File: src/rtl/lcru_pkg.sv
`timescale 1ns / 1ps
// ----------------------------------------------------------------------------
// lcru_pkg
// Shared sizes, operation and command codes, and the controller/datapath
// command and status structs of the LU column scale and rank-one update unit.
// ----------------------------------------------------------------------------
package lcru_pkg;

  localparam int MAX_ROWS  = 64;
  localparam int MAX_COLS  = 64;
  localparam int ROW_W     = $clog2(MAX_ROWS);
  localparam int COL_W     = $clog2(MAX_COLS);
  localparam int CFG_W     = 7;
  localparam int CFG_IDX_W = 2;
  localparam int DATA_W    = 64;

  // Wide enough for a register value and for either maximum count.
  localparam int DIM_W = (ROW_W > COL_W) ? ROW_W + 1 : COL_W + 1;
  localparam int CNT_W = (CFG_W > DIM_W) ? CFG_W : DIM_W;

  localparam logic [CFG_IDX_W-1:0] REG_ROW_COUNT = 2'd0;
  localparam logic [CFG_IDX_W-1:0] REG_COL_COUNT = 2'd1;
  localparam logic [CFG_IDX_W-1:0] REG_START_ROW = 2'd2;

  // What one element does.
  localparam int OP_W = 3;
  localparam logic [OP_W-1:0] OP_PASS   = 3'd0;
  localparam logic [OP_W-1:0] OP_FACTOR = 3'd1;
  localparam logic [OP_W-1:0] OP_RECIP  = 3'd2;
  localparam logic [OP_W-1:0] OP_SCALE  = 3'd3;
  localparam logic [OP_W-1:0] OP_UPDATE = 3'd4;

  // Datapath commands.
  localparam int CMD_W = 5;
  localparam logic [CMD_W-1:0] CMD_NOP     = 5'd0;
  localparam logic [CMD_W-1:0] CMD_CAPTURE = 5'd1;
  localparam logic [CMD_W-1:0] CMD_FSEL    = 5'd2;
  localparam logic [CMD_W-1:0] CMD_FSPEC   = 5'd3;
  localparam logic [CMD_W-1:0] CMD_MUL     = 5'd4;
  localparam logic [CMD_W-1:0] CMD_LOADP   = 5'd5;
  localparam logic [CMD_W-1:0] CMD_NORM    = 5'd6;
  localparam logic [CMD_W-1:0] CMD_LOADC   = 5'd7;
  localparam logic [CMD_W-1:0] CMD_SAVEC   = 5'd8;
  localparam logic [CMD_W-1:0] CMD_ALIGN   = 5'd9;
  localparam logic [CMD_W-1:0] CMD_ADD     = 5'd10;
  localparam logic [CMD_W-1:0] CMD_ROUND   = 5'd11;
  localparam logic [CMD_W-1:0] CMD_RSPEC   = 5'd12;
  localparam logic [CMD_W-1:0] CMD_DIVINIT = 5'd13;
  localparam logic [CMD_W-1:0] CMD_DIV     = 5'd14;
  localparam logic [CMD_W-1:0] CMD_LOADQ   = 5'd15;
  localparam logic [CMD_W-1:0] CMD_FINISH  = 5'd16;

  typedef struct packed {
    logic [CMD_W-1:0] code;
    logic [OP_W-1:0]  op;
    logic [ROW_W-1:0] row;
    logic             last;
  } dp_cmd_t;

  typedef struct packed {
    logic special;
    logic mul_done;
    logic norm_done;
    logic div_done;
    logic zero;
    logic c_zero;
  } dp_status_t;

endpackage

File: src/rtl/lcru_ctrl.sv
`timescale 1ns / 1ps
// ----------------------------------------------------------------------------
// lcru_ctrl
// Configuration registers, matrix position counters, handshakes and the
// sequencer that steps the datapath through each element.
// ----------------------------------------------------------------------------
module lcru_ctrl (
  input  logic                          clk,
  input  logic                          rst,
  input  logic                          in_valid,
  output logic                          in_stall,
  output logic                          out_valid,
  input  logic                          out_stall,
  input  logic                          cfg_we,
  input  logic [lcru_pkg::CFG_IDX_W-1:0] cfg_index,
  input  logic [lcru_pkg::CFG_W-1:0]     cfg_data,
  output lcru_pkg::dp_cmd_t             cmd,
  input  lcru_pkg::dp_status_t          status
);

  localparam int CW = lcru_pkg::CNT_W;
  localparam int SW = 5;

  localparam logic [SW-1:0] ST_IDLE    = 5'd0;
  localparam logic [SW-1:0] ST_FSEL    = 5'd1;
  localparam logic [SW-1:0] ST_FSPEC   = 5'd2;
  localparam logic [SW-1:0] ST_MUL     = 5'd3;
  localparam logic [SW-1:0] ST_LOADP   = 5'd4;
  localparam logic [SW-1:0] ST_NORMP   = 5'd5;
  localparam logic [SW-1:0] ST_LOADC   = 5'd6;
  localparam logic [SW-1:0] ST_NORMC   = 5'd7;
  localparam logic [SW-1:0] ST_SAVEC   = 5'd8;
  localparam logic [SW-1:0] ST_ALIGN   = 5'd9;
  localparam logic [SW-1:0] ST_ADD     = 5'd10;
  localparam logic [SW-1:0] ST_NORMR   = 5'd11;
  localparam logic [SW-1:0] ST_ROUND   = 5'd12;
  localparam logic [SW-1:0] ST_RSPEC   = 5'd13;
  localparam logic [SW-1:0] ST_NORMX   = 5'd14;
  localparam logic [SW-1:0] ST_DIVINIT = 5'd15;
  localparam logic [SW-1:0] ST_DIV     = 5'd16;
  localparam logic [SW-1:0] ST_LOADQ   = 5'd17;
  localparam logic [SW-1:0] ST_DONE    = 5'd18;

  logic [SW-1:0]                  state, state_next;
  logic [lcru_pkg::CFG_W-1:0]     row_count, col_count, start_row;
  logic [lcru_pkg::ROW_W-1:0]     row_index;
  logic [lcru_pkg::COL_W-1:0]     col_index;
  logic [lcru_pkg::OP_W-1:0]      op_q;
  logic [lcru_pkg::ROW_W-1:0]     row_q;
  logic                           last_q;

  logic [CW-1:0] rows, cols, start, rc, cc, sr, r_ext, c_ext, r1, c1;
  logic [lcru_pkg::ROW_W-1:0] r_eff;
  logic [lcru_pkg::COL_W-1:0] c_eff;
  logic [lcru_pkg::OP_W-1:0]  op_sel;
  logic                       last_sel, accept, cfg_hit, out_free;

  always_comb begin
    rc = CW'(row_count);
    cc = CW'(col_count);
    sr = CW'(start_row);
    rows = (rc == '0) ? CW'(1) : ((rc > CW'(lcru_pkg::MAX_ROWS)) ? CW'(lcru_pkg::MAX_ROWS) : rc);
    cols = (cc == '0) ? CW'(1) : ((cc > CW'(lcru_pkg::MAX_COLS)) ? CW'(lcru_pkg::MAX_COLS) : cc);
    start = (sr == '0) ? CW'(1) : ((sr > rows) ? rows : sr);
    r_eff = (CW'(row_index) >= rows) ? '0 : row_index;
    c_eff = (CW'(col_index) >= cols) ? '0 : col_index;
    r_ext = CW'(r_eff);
    c_ext = CW'(c_eff);
    r1 = r_ext + CW'(1);
    c1 = c_ext + CW'(1);
    last_sel = (r_ext == rows - CW'(1)) && (c_ext == cols - CW'(1));
    if (c_eff == '0) begin
      if (r_eff == '0) op_sel = lcru_pkg::OP_RECIP;
      else if (r_ext >= start) op_sel = lcru_pkg::OP_SCALE;
      else op_sel = lcru_pkg::OP_PASS;
    end else begin
      if (r_eff == '0) op_sel = lcru_pkg::OP_FACTOR;
      else if (r_ext >= start) op_sel = lcru_pkg::OP_UPDATE;
      else op_sel = lcru_pkg::OP_PASS;
    end
  end

  assign in_stall = (state != ST_IDLE);
  assign accept   = in_valid && (state == ST_IDLE);
  assign cfg_hit  = cfg_we && (cfg_index inside {lcru_pkg::REG_ROW_COUNT,
                                                 lcru_pkg::REG_COL_COUNT,
                                                 lcru_pkg::REG_START_ROW});
  assign out_free = !out_valid || !out_stall;

  always_comb begin
    state_next = state;
    case (state)
      ST_IDLE: begin
        if (accept) begin
          case (op_sel)
            lcru_pkg::OP_RECIP:  state_next = ST_RSPEC;
            lcru_pkg::OP_SCALE,
            lcru_pkg::OP_UPDATE: state_next = ST_FSEL;
            default:             state_next = ST_DONE;
          endcase
        end
      end
      ST_FSEL:    state_next = ST_FSPEC;
      ST_FSPEC:   state_next = status.special ? ST_DONE : ST_MUL;
      ST_MUL:     if (status.mul_done) state_next = ST_LOADP;
      ST_LOADP:   state_next = ST_NORMP;
      ST_NORMP: begin
        if (status.norm_done) state_next = status.c_zero ? ST_ROUND : ST_LOADC;
      end
      ST_LOADC:   state_next = ST_NORMC;
      ST_NORMC:   if (status.norm_done) state_next = ST_SAVEC;
      ST_SAVEC:   state_next = ST_ALIGN;
      ST_ALIGN:   state_next = ST_ADD;
      ST_ADD:     state_next = status.zero ? ST_DONE : ST_NORMR;
      ST_NORMR:   if (status.norm_done) state_next = ST_ROUND;
      ST_ROUND:   state_next = ST_DONE;
      ST_RSPEC:   state_next = status.special ? ST_DONE : ST_NORMX;
      ST_NORMX:   if (status.norm_done) state_next = ST_DIVINIT;
      ST_DIVINIT: state_next = ST_DIV;
      ST_DIV:     if (status.div_done) state_next = ST_LOADQ;
      ST_LOADQ:   state_next = ST_NORMR;
      ST_DONE:    if (out_free) state_next = ST_IDLE;
      default:    state_next = ST_IDLE;
    endcase
  end

  always_comb begin
    cmd.op   = op_q;
    cmd.row  = row_q;
    cmd.last = last_q;
    case (state)
      ST_IDLE: begin
        cmd.code = accept ? lcru_pkg::CMD_CAPTURE : lcru_pkg::CMD_NOP;
        cmd.op   = op_sel;
        cmd.row  = r_eff;
        cmd.last = last_sel;
      end
      ST_FSEL:    cmd.code = lcru_pkg::CMD_FSEL;
      ST_FSPEC:   cmd.code = lcru_pkg::CMD_FSPEC;
      ST_MUL:     cmd.code = lcru_pkg::CMD_MUL;
      ST_LOADP:   cmd.code = lcru_pkg::CMD_LOADP;
      ST_NORMP,
      ST_NORMC,
      ST_NORMR,
      ST_NORMX:   cmd.code = lcru_pkg::CMD_NORM;
      ST_LOADC:   cmd.code = lcru_pkg::CMD_LOADC;
      ST_SAVEC:   cmd.code = lcru_pkg::CMD_SAVEC;
      ST_ALIGN:   cmd.code = lcru_pkg::CMD_ALIGN;
      ST_ADD:     cmd.code = lcru_pkg::CMD_ADD;
      ST_ROUND:   cmd.code = lcru_pkg::CMD_ROUND;
      ST_RSPEC:   cmd.code = lcru_pkg::CMD_RSPEC;
      ST_DIVINIT: cmd.code = lcru_pkg::CMD_DIVINIT;
      ST_DIV:     cmd.code = lcru_pkg::CMD_DIV;
      ST_LOADQ:   cmd.code = lcru_pkg::CMD_LOADQ;
      ST_DONE:    cmd.code = out_free ? lcru_pkg::CMD_FINISH : lcru_pkg::CMD_NOP;
      default:    cmd.code = lcru_pkg::CMD_NOP;
    endcase
  end

  always_ff @(posedge clk) begin
    if (rst) begin
      state     <= ST_IDLE;
      row_count <= lcru_pkg::CFG_W'(64);
      col_count <= lcru_pkg::CFG_W'(64);
      start_row <= lcru_pkg::CFG_W'(1);
      row_index <= '0;
      col_index <= '0;
      out_valid <= 1'b0;
      op_q      <= lcru_pkg::OP_PASS;
      row_q     <= '0;
      last_q    <= 1'b0;
    end else begin
      state <= state_next;
      if (accept) begin
        op_q   <= op_sel;
        row_q  <= r_eff;
        last_q <= last_sel;
      end
      if (cfg_hit) begin
        row_index <= '0;
        col_index <= '0;
        case (cfg_index)
          lcru_pkg::REG_ROW_COUNT: row_count <= cfg_data;
          lcru_pkg::REG_COL_COUNT: col_count <= cfg_data;
          default:                 start_row <= cfg_data;
        endcase
      end else if (accept) begin
        if (r1 >= rows) begin
          row_index <= '0;
          col_index <= (c1 >= cols) ? '0 : c1[lcru_pkg::COL_W-1:0];
        end else begin
          row_index <= r1[lcru_pkg::ROW_W-1:0];
          col_index <= c_eff;
        end
      end
      if (state == ST_DONE && out_free) out_valid <= 1'b1;
      else if (!out_stall) out_valid <= 1'b0;
    end
  end

endmodule

File: config.mk
export PLATFORM = sky130hd
export DESIGN_NAME = lcru_ctrl
export DESIGN_NICKNAME = d
export VERILOG_FILES = /design/src/rtl/lcru_pkg.sv /design/src/rtl/lcru_ctrl.sv
export SDC_FILE = /design/constraint.sdc
export NUM_CORES = 1
export LEC_CHECK = 0
export BUFFER_PORTS_ARGS = -buffer_cell sky130_fd_sc_hd__clkbuf_2
export CAP_MARGIN = 10
export CORE_UTILIZATION = 27
export DETAILED_ROUTE_END_ITERATION = 10
export SETUP_SLACK_MARGIN = 0.05
export SLEW_MARGIN = 20
export SYNTH_ARGS = -nofsm -noshare
export SYNTH_HDL_FRONTEND = slang
export SYNTH_SLANG_ARGS = --single-unit
File: constraint.sdc
create_clock -name clk -period 4.8 [get_ports clk]
set_input_delay 0.96 -clock clk [delete_from_list [all_inputs] [get_ports clk]]
set_output_delay 0.96 -clock clk [all_outputs]
set_load 0.03 [all_outputs]
# After elaboration in Yosys (flattened, before gate mapping)
# Cells that the tools add are included.
# classes
div_mod_pow	0
mul	0
bitwise	1
n_reduce_logical	24
n_lt_le_gt_ge	8
n_eq_ne	34
mux	36
n_shift	0
n_addsub	4
# ops
cell	count
5-bit case mux with 19 select lines	1
5-bit case mux with 16 select lines	1
5-bit 2-to-1 mux	12
7-bit 2-to-1 mux	6
5-bit by 4-bit equality test with 1-bit output, second input constant	8
6-bit 2-to-1 mux	5
6-bit by 7-bit >= comparator with 1-bit output	3
7-bit zero test	3
5-bit by 3-bit equality test with 1-bit output, second input constant	4
2-bit inequality test, second input constant	8
5-bit equality test, second input constant	3
6-bit by 1-bit adder with 7-bit output, second input constant	2
6-bit by 7-bit equality test with 1-bit output	2
7-bit >= comparator	2
7-bit > comparator, second input constant	2
7-bit by 1-bit subtractor with 7-bit output, second input constant	2
6-bit zero test	2
5-bit by 2-bit equality test with 1-bit output, second input constant	2
10-bit 2-to-1 mux	1
5-bit case mux with 2 select lines	1
3-bit 2-to-1 mux	3
8-bit AND reduction	1
7-bit > comparator	1
3-bit by 2-bit equality test with 1-bit output, second input constant	2
other kinds (19)	30
# word_totals
register_bits	49
latch_bits	0
memories	0
mem_bits_ro	0
ramBits	0
out_inout_bits	17
word_cells	117
input_bits	20

# Longest topological paths before layout
# Gate-level depths: netlist of the first run.
# logic_depth
depth_word	15
mapped_depth	22
depth_no_buf	21

# Worst setup path after synthesis of the first run
# No wires, ideal clock.
# synth_timing
path_kind	register to output
from	reg row_count (netlist bit rc[6])
to	out cmd[9] in the netlist's numbering
path_stages_with_launch	19
arrival_time_ps	3920
t_required_ps	3840
slack_ps	-80
n_path_buf	1
path_cell_list	dfxtp_1 inv_1 buf_2 nand2_1 ha_1 and3_1 nand2_1 a21oi_1 nor2_1 a21oi_2 mux2i_1 nand2_1 ha_1 a21o_1 a211oi_1 o21a_1 nor4_1 nand2_1 o31ai_1
# synth_rtl
element	line_no	rtl
start, declared	lcru_ctrl.sv:45	logic [lcru_pkg::CFG_W-1:0] row_count, col_count, start_row;
start signal, assigned	lcru_ctrl.sv:163	row_count <= lcru_pkg::CFG_W'(64);
start signal, assigned	lcru_ctrl.sv:183	lcru_pkg::REG_ROW_COUNT: row_count <= cfg_data;
end, declared	lcru_ctrl.sv:17	output lcru_pkg::dp_cmd_t cmd,

==> run metrics, run 1 <==
worst hold stages=2; number of global-route vias before repair=3792; maximum clock rate=207.2 MHz; share of layout cells above drive strength 1=0.2346; Sink Count=between 40 and 50; part of the cycle the worst path needs=1.006; antenna violations before repair=0; Post-Synth Adder-Cell Area=0.1284; # rows=46; compound-gate portion of the synthesized area=0.2332; final hold violations=0; # diodes=0; r2r endpoint=col_index[4]; xor/xnor share of the synthesized area=0.03910; via density per instance=5.080; hold buffers post-CTS=0; clock slew at reported path FFs=~0.070 ns; reg2reg setup slack=slightly below 0.7 ns; required time of the critical path=approximately 3.8 ns; synthesized flop and latch total=49; Post-synth ARST share=0; GP Congestion=roughly 0.83; fin area=5497 sq um; sw power=~0.66 mW; H-Tree Depth=2; Area contributors post-synth=dfxtp_1 (22%), ha_1 (13%), mux2i_1 (6.8%); Post-synth EDFFs=0; status=finished, violations left; Overall Power=about 1.6 mW; worst-skew pair later-pin latency=0.30 ns; DRC=0; most common cell after layout, fill and taps aside=nor2_1; die height=129.4 microns; Core Region=15890 sq um; crit start category=flop; CTS tree=yes; # IOs=37; failing checks=negative setup slack; Simple-Gate Fraction of Synth Area=0.2417; R2R Path Start=cc[3]; Tot GR Track Use=0.1436; Final Skew=between 0.01 and 0.015 ns; first-pass GRT wire length=between 15 and 20 mm; critical path fanouts, max=5; clk buf depth=2; Mapped Area=between 4000 and 5000 sq um; average size of a mapped cell=7.572 sq um; pin count of the biggest net entering global routing=26; Crit path largest cell delay=0.38 ns; Worst setup startpoint=cc[3]; main flop type after synthesis=dfxtp_1; layout filler cell count=1696; Mapped Cells=579; initial drt markers=284; Die ar.=around 17000 sq um; hold_sp=op_q[1]; crit path DAT=slightly below 4 ns; Maximum Capacitance Violations=0; post-layout minimum cycle time=4.827 ns; Num CTS Buffers=5; final setup fails=1; Final nets=between 600 and 700; Critical Path, Cell by Cell=or2_4 -> nor4_4 -> nor2_1 -> nor2_2 -> ha_1 -> nor2b_1 -> o21ai_1 -> a221o_1 -> nand2_2 -> nand2_2 -> inv_2 -> ha_4 -> nand2_2 -> a221oi_2 -> o2111ai_1 -> nor2_1 -> o211ai_1 -> a2111oi_4 -> a22o_1 -> buf_8; P&R area growth vs syn=25.37%; Port Buffers=36; Worst VDD drop=approximately 0.16 mV; Worst Hold Class=flop to flop; Placed Area=4943 sq um; CTS Root Cell=clkbuf_16; register area share after synthesis=0.2237; Net Sw Frac=0.4122; drt wl/cell=14.32 microns; Clk pwr share=0.255; P per Cell Area=291.8 nW/um^2; grt ovf=0; most frequent cells in the layout=nor2_1 (65), nand2_1 (60), buf_4 (45); Ys Warns=0; area leader, netlist=dfxtp_1; Pins Over Slew Limit=0; mux cell area share after synthesis=0.07877; CP max stage cell=a2111oi_4; cell mode on critical path=nand2_2; library cells used by synthesis=approximately 70; die width=approximately 130 microns; Post-Syn Nets=644; Setup crit end=cmd[0]; drt first pass iters=5; RSZ-0062 raised after global routing=yes; LEAKAGE=2.403 nW; sequential share of power=0.325; ANT nets after route=0; Comb power frac=0.419; Starting Density=0.2760; CP Capture Type=primary output; final setup margin=-0.02708 ns; Int Pwr=0.9429 mW; main combinational cell family by area after synthesis=simple AND/OR/NAND/NOR gates; critical path type=flop to primary output; Vias=around 4300; Worst Max-Slew Pin Slew=just under 1 ns; Post-DP HPWL=8.999 mm; final wirelength=12.19 mm; worst reg2reg path depth=23; Max transition margin=0.3471; post-synth top area share=0.2237
-- registers in the layout (all words and copies together) (netlist names) --
| signal | cells |
|---|---|
| cc | 7 |
| out_valid | 1 |
| rc | 7 |
| col_index | 6 |
| row_index | 6 |
| row_q | 6 |
| last_q | 1 |
| op_q | 3 |
| state | 5 |
| sr | 7 |
-- Yosys cell counts, drive strengths merged, types with 3 or more instances --
cell / instances
a2111oi: 3
a211oi: 4
a21o: 15
a21oi: 38
a22o: 7
a22oi: 6
a31o: 3
a31oi: 6
and2: 3
and3: 6
buf: 12
clkbuf: 22
dfxtp: 49
ha: 45
inv: 28
mux2: 4
mux2i: 30
nand2: 66
nand2b: 12
nand3: 19
nand3b: 4
nor2: 69
nor2b: 9
nor3: 11
nor3b: 3
nor4: 6
o211a: 3
o211ai: 4
o21a: 3
o21ai: 35
o32ai: 3
o41ai: 3
or2: 3
xnor2: 10
xor2: 7
-- kinds of logic (layout without fill, tap and decap cells) --
logic type | Yosys count | after routing
AO/OA/AOI/OAI | 151 | 151
flip-flops | 49 | 49
multiplexers | 34 | 34
adder cells (fa/ha/maj) | 45 | 45
AND/OR/NAND/NOR | 220 | 220
XOR/XNOR | 18 | 18
buffers and inverters | 62 | 118
-- through the flow --
stage	instances	setup slack, ns	util	hold slack, ns	TNS (ns)
final	851	-0.02708	0.3460	0.4554	-0.02708
after global routing	851	-0.2305	0.3460	0.4903	-0.2310
after CTS	840	-0.05323	0.3294	0.4575	-0.05323
after detailed placement	829	0.05394	0.3112	0.4468	0
after global placement	829	0.01569	0.3112	0.4418	0
after floorplan	579	0.1706	-	0.4321	0
-- worst min path at each step --
stage | end | slack [ns]
final | op_q[1] | 0.46
after global routing | row_q[3] | 0.49
after CTS | row_q[3] | 0.46
after detailed placement | op_q[1] | 0.45
after global placement | op_q[1] | 0.44
after floorplan | op_q[1] | 0.43
-- timing repair --
action	CTS	global route
resized for setup	22	47
pin swaps	7	25
buffers inserted	3	11
setup endpoints to repair	4	4
endpoints found under the hold margin	0	0
-- layer usage --
metal  GRT usage  vias up  part of all wire
li1            -     2186                 -
met2      0.2195       95              0.43
met1      0.2128     2033              0.53
met4     0.02873        0            0.0092
met5           0        -                 0
met3     0.02023        9             0.036
-- worst max-delay path, delay by kind of cell, from the launching register on --
family	cells	cell delay (ns)
AND/OR/NAND/NOR	9	1.08
flip-flops	1	0.34
AO/OA/AOI/OAI	7	1.57
adder cells (fa/ha/maj)	2	0.37
buffers and inverters	2	0.22
-- power by group through the flow --
stage / clock, mW / sequential [mW] / combinational (mW)
finish: 0.410 / 0.522 / 0.672
CTS: 0.417 / 0.519 / 0.642
global placement: 0 / 0.527 / 0.625
global route: 0.437 / 0.530 / 0.739
detailed placement: 0 / 0.528 / 0.628
floorplan: 0 / 0.463 / 0.534
-- final cells by class --
cell class / instances / area (sq um) / area share
clock buffers: 5 / 125.1 / 0.02276
clock inverters: 3 / 46.29 / 0.008422
inverters: 28 / 107.6 / 0.01958
multi-input cells: 468 / 3397 / 0.6180
flip-flops and latches: 49 / 996.0 / 0.1812
well taps: 216 / 270.3 / 0.04917
repair buffers: 82 / 554.3 / 0.1008
No activity file was read; power rests on OpenSTA's default activity.
==> inputs of run 2 (changes only) <==
--- a/config.mk
+++ b/config.mk
@@ -7,8 +7,9 @@
 export LEC_CHECK = 0
 export BUFFER_PORTS_ARGS = -buffer_cell sky130_fd_sc_hd__clkbuf_2
 export CAP_MARGIN = 10
-export CORE_UTILIZATION = 27
+export CORE_UTILIZATION = 60
 export DETAILED_ROUTE_END_ITERATION = 10
+export PLACE_DENSITY = 0.8
 export SETUP_SLACK_MARGIN = 0.05
 export SLEW_MARGIN = 20
 export SYNTH_ARGS = -nofsm -noshare
==> constraint.sdc (replaced) <==
create_clock -name clk -period 5.1 [get_ports clk]
set_input_delay 1.02 -clock clk [delete_from_list [all_inputs] [get_ports clk]]
set_output_delay 1.02 -clock clk [all_outputs]
set_load 0.03 [all_outputs]
==> run 2 against run 1 <==
The run now ends clean; register-to-register slack improved by 0.23 ns; routed wire length shrank 6.3%; die area is 54% lower; worst setup slack improved by 0.22 ns; core utilization grew 37 points; critical path depth shrank 2; hold slack gained 0.011 ns; clock skew increased by 0.00062 ns; clock power is 33% lower; combinational power shrank 11%; sequential share of layout area rose by 1.9 points; critical endpoint is now cmd[7].
==> run metrics, run 2 (synthesis results as in run 1) <==
Clk pwr share=0.201; sw power=0.5877 mW; DRC=0; maximum clock rate=around 200 MHz; crit path DAT=3.89 ns; reg2reg setup slack=0.91 ns; Pins Over Slew Limit=0; Core Region=6944 sq um; die width=between 80 and 90 microns; number of global-route vias before repair=3888; # diodes=0; Crit path largest cell delay=0.40 ns; Placed Area=4653 sq um; Sink Count=49; Worst Hold Class=flop to flop; crit start category=flop; Critical Path, Cell by Cell=inv_8 -> nand2_1 -> ha_1 -> and3_2 -> a221o_1 -> nor2_2 -> a21oi_4 -> nand2_1 -> o211ai_1 -> ha_1 -> nand2b_1 -> a21o_1 -> a211oi_1 -> o21a_1 -> nor3_1 -> a31oi_1 -> o21ai_1 -> buf_4; worst hold stages=2; # IOs=37; CTS Root Cell=clkbuf_8; worst hold slack=0.4661 ns; Tot GR Track Use=0.2986; worst-skew pair later-pin latency=0.31 ns; part of the cycle the worst path needs=0.9618; Worst VDD drop=0.1814 mV; pin count of the biggest net entering global routing=40; Maximum Capacitance Violations=0; H-Tree Depth=2; Final Skew=roughly 0.013 ns; CTS tree=yes; worst reg2reg path depth=20; share of layout cells above drive strength 1=0.1760; post-layout minimum cycle time=approximately 4.9 ns; final hold violations=0; clock slew at reported path FFs=0.10 ns; DP Cell Count=691; via density per instance=6.217; WHS Endpoint=row_q[3]; final wirelength=11.42 mm; drt first pass iters=6; Port Buffers=36; critical path fanouts, max=11; most frequent cells in the layout=nand2_1 (65), nor2_1 (65), ha_1 (44); drt wl/cell=~16 microns; Net Sw Frac=0.4306; GP Congestion=around 0.95; r2r endpoint=col_index[4]; required time of the critical path=4.08 ns; # rows=30; Reg area=994.7 sq um; Worst Max-Slew Pin Slew=0.8512 ns; final setup fails=0; hold_sp=row_q[3]; Die ar.=7653 sq um; worst slack at placement=0.2216 ns; setup TNS=0 ns; multi-input logic area=3282 sq um; status=finished, final reports clean; Comb power frac=0.440; layout filler cell count=547; clk buf depth=2; Num CTS Buffers=5; grt ovf=0; Int Pwr=0.7771 mW; RSZ-0062 raised after global routing=yes; Max transition margin=0.4312; Post-DP HPWL=8.209 mm; fin area=approximately 5000 sq um; first-pass GRT wire length=18.02 mm; R2R Path Start=rc[6]; Vias=about 4400; CP Capture Type=primary output; critical path type=flop to primary output; Starting Density=0.6314; post-route insts no fill=704; Final nets=673; ANT nets after route=0; P&R area growth vs syn=13.10%; hold buffers post-CTS=0; initial drt markers=319; die height=87.48 microns; LEAKAGE=around 2.2 nW; antenna violations before repair=0; sequential share of power=0.359; P per Cell Area=275.2 nW/um^2; final setup margin=0.1950 ns; CP max stage cell=dfxtp_4
-- run 2: changes by cell type in the layout (fill, tap and decap cells not counted), sizes merged --
cell	change
clkinvlp	-1
buf	-26
-- run 2: cell type report --
| class | instances | area share |
|---|---|---|
| timing repair buffer | 56 | 0.06964 |
| sequential | 49 | 0.2006 |
| clock inverter | 2 | 0.007065 |
| clock buffer | 5 | 0.01388 |
| tap | 96 | 0.02422 |
| inverter | 28 | 0.02271 |
| multi-input combinational | 468 | 0.6619 |
-- run 2: worst max-delay path: cells and delay by family, from the launching register on --
kind | cells | cell delay [ns]
fa+ha+maj | 2 | 0.59
compound gates | 8 | 1.51
simple gates | 6 | 0.79
buf+inv | 2 | 0.29
flops | 1 | 0.40
-- run 2: worst max path at each step --
stage               start  endpoint  slack, ns  cells past startpoint
finish              rc[6]    cmd[7]       0.19                     18
detailed placement  cc[2]    cmd[0]       0.22                     20
global placement    rc[6]    cmd[9]       0.26                     18
floorplan           rc[6]    cmd[9]       0.16                     18
global route        cc[3]    cmd[0]      -0.03                     20
CTS                 cc[2]    cmd[0]       0.05                     20
-- run 2: stage by stage --
step | power (mW) | util
after floorplan | 0.9381 | -
after global placement | 1.051 | 0.6701
after detailed placement | 1.066 | 0.6701
after CTS | 1.337 | 0.6921
after global routing | 1.449 | 0.7141
final | 1.365 | 0.7141
-- run 2: per-layer routing --
| layer | up-vias | global-route usage | share of wire |
|---|---|---|---|
| met3 | 37 | 0.04645 | 0.051 |
| li1 | 2129 | - | - |
| met2 | 172 | 0.5085 | 0.48 |
| met1 | 2039 | 0.3833 | 0.44 |
| met5 | - | 0 | 0 |
| met4 | 0 | 0.09985 | 0.031 |
-- run 2: power by group through the flow --
stage                     Combinational [mW]  Sequential, mW  Clock (mW)
after CTS                              0.577           0.487       0.272
after floorplan                        0.502           0.436           0
after detailed placement               0.571           0.496           0
after global routing                   0.659           0.498       0.291
final                                  0.600           0.490       0.274
after global placement                 0.558           0.493           0
-- run 2: what timing repair did --
item	CTS	global route
buffers inserted	2	4
gates resized for setup	10	34
pin swaps	7	14
setup endpoints to repair	4	4
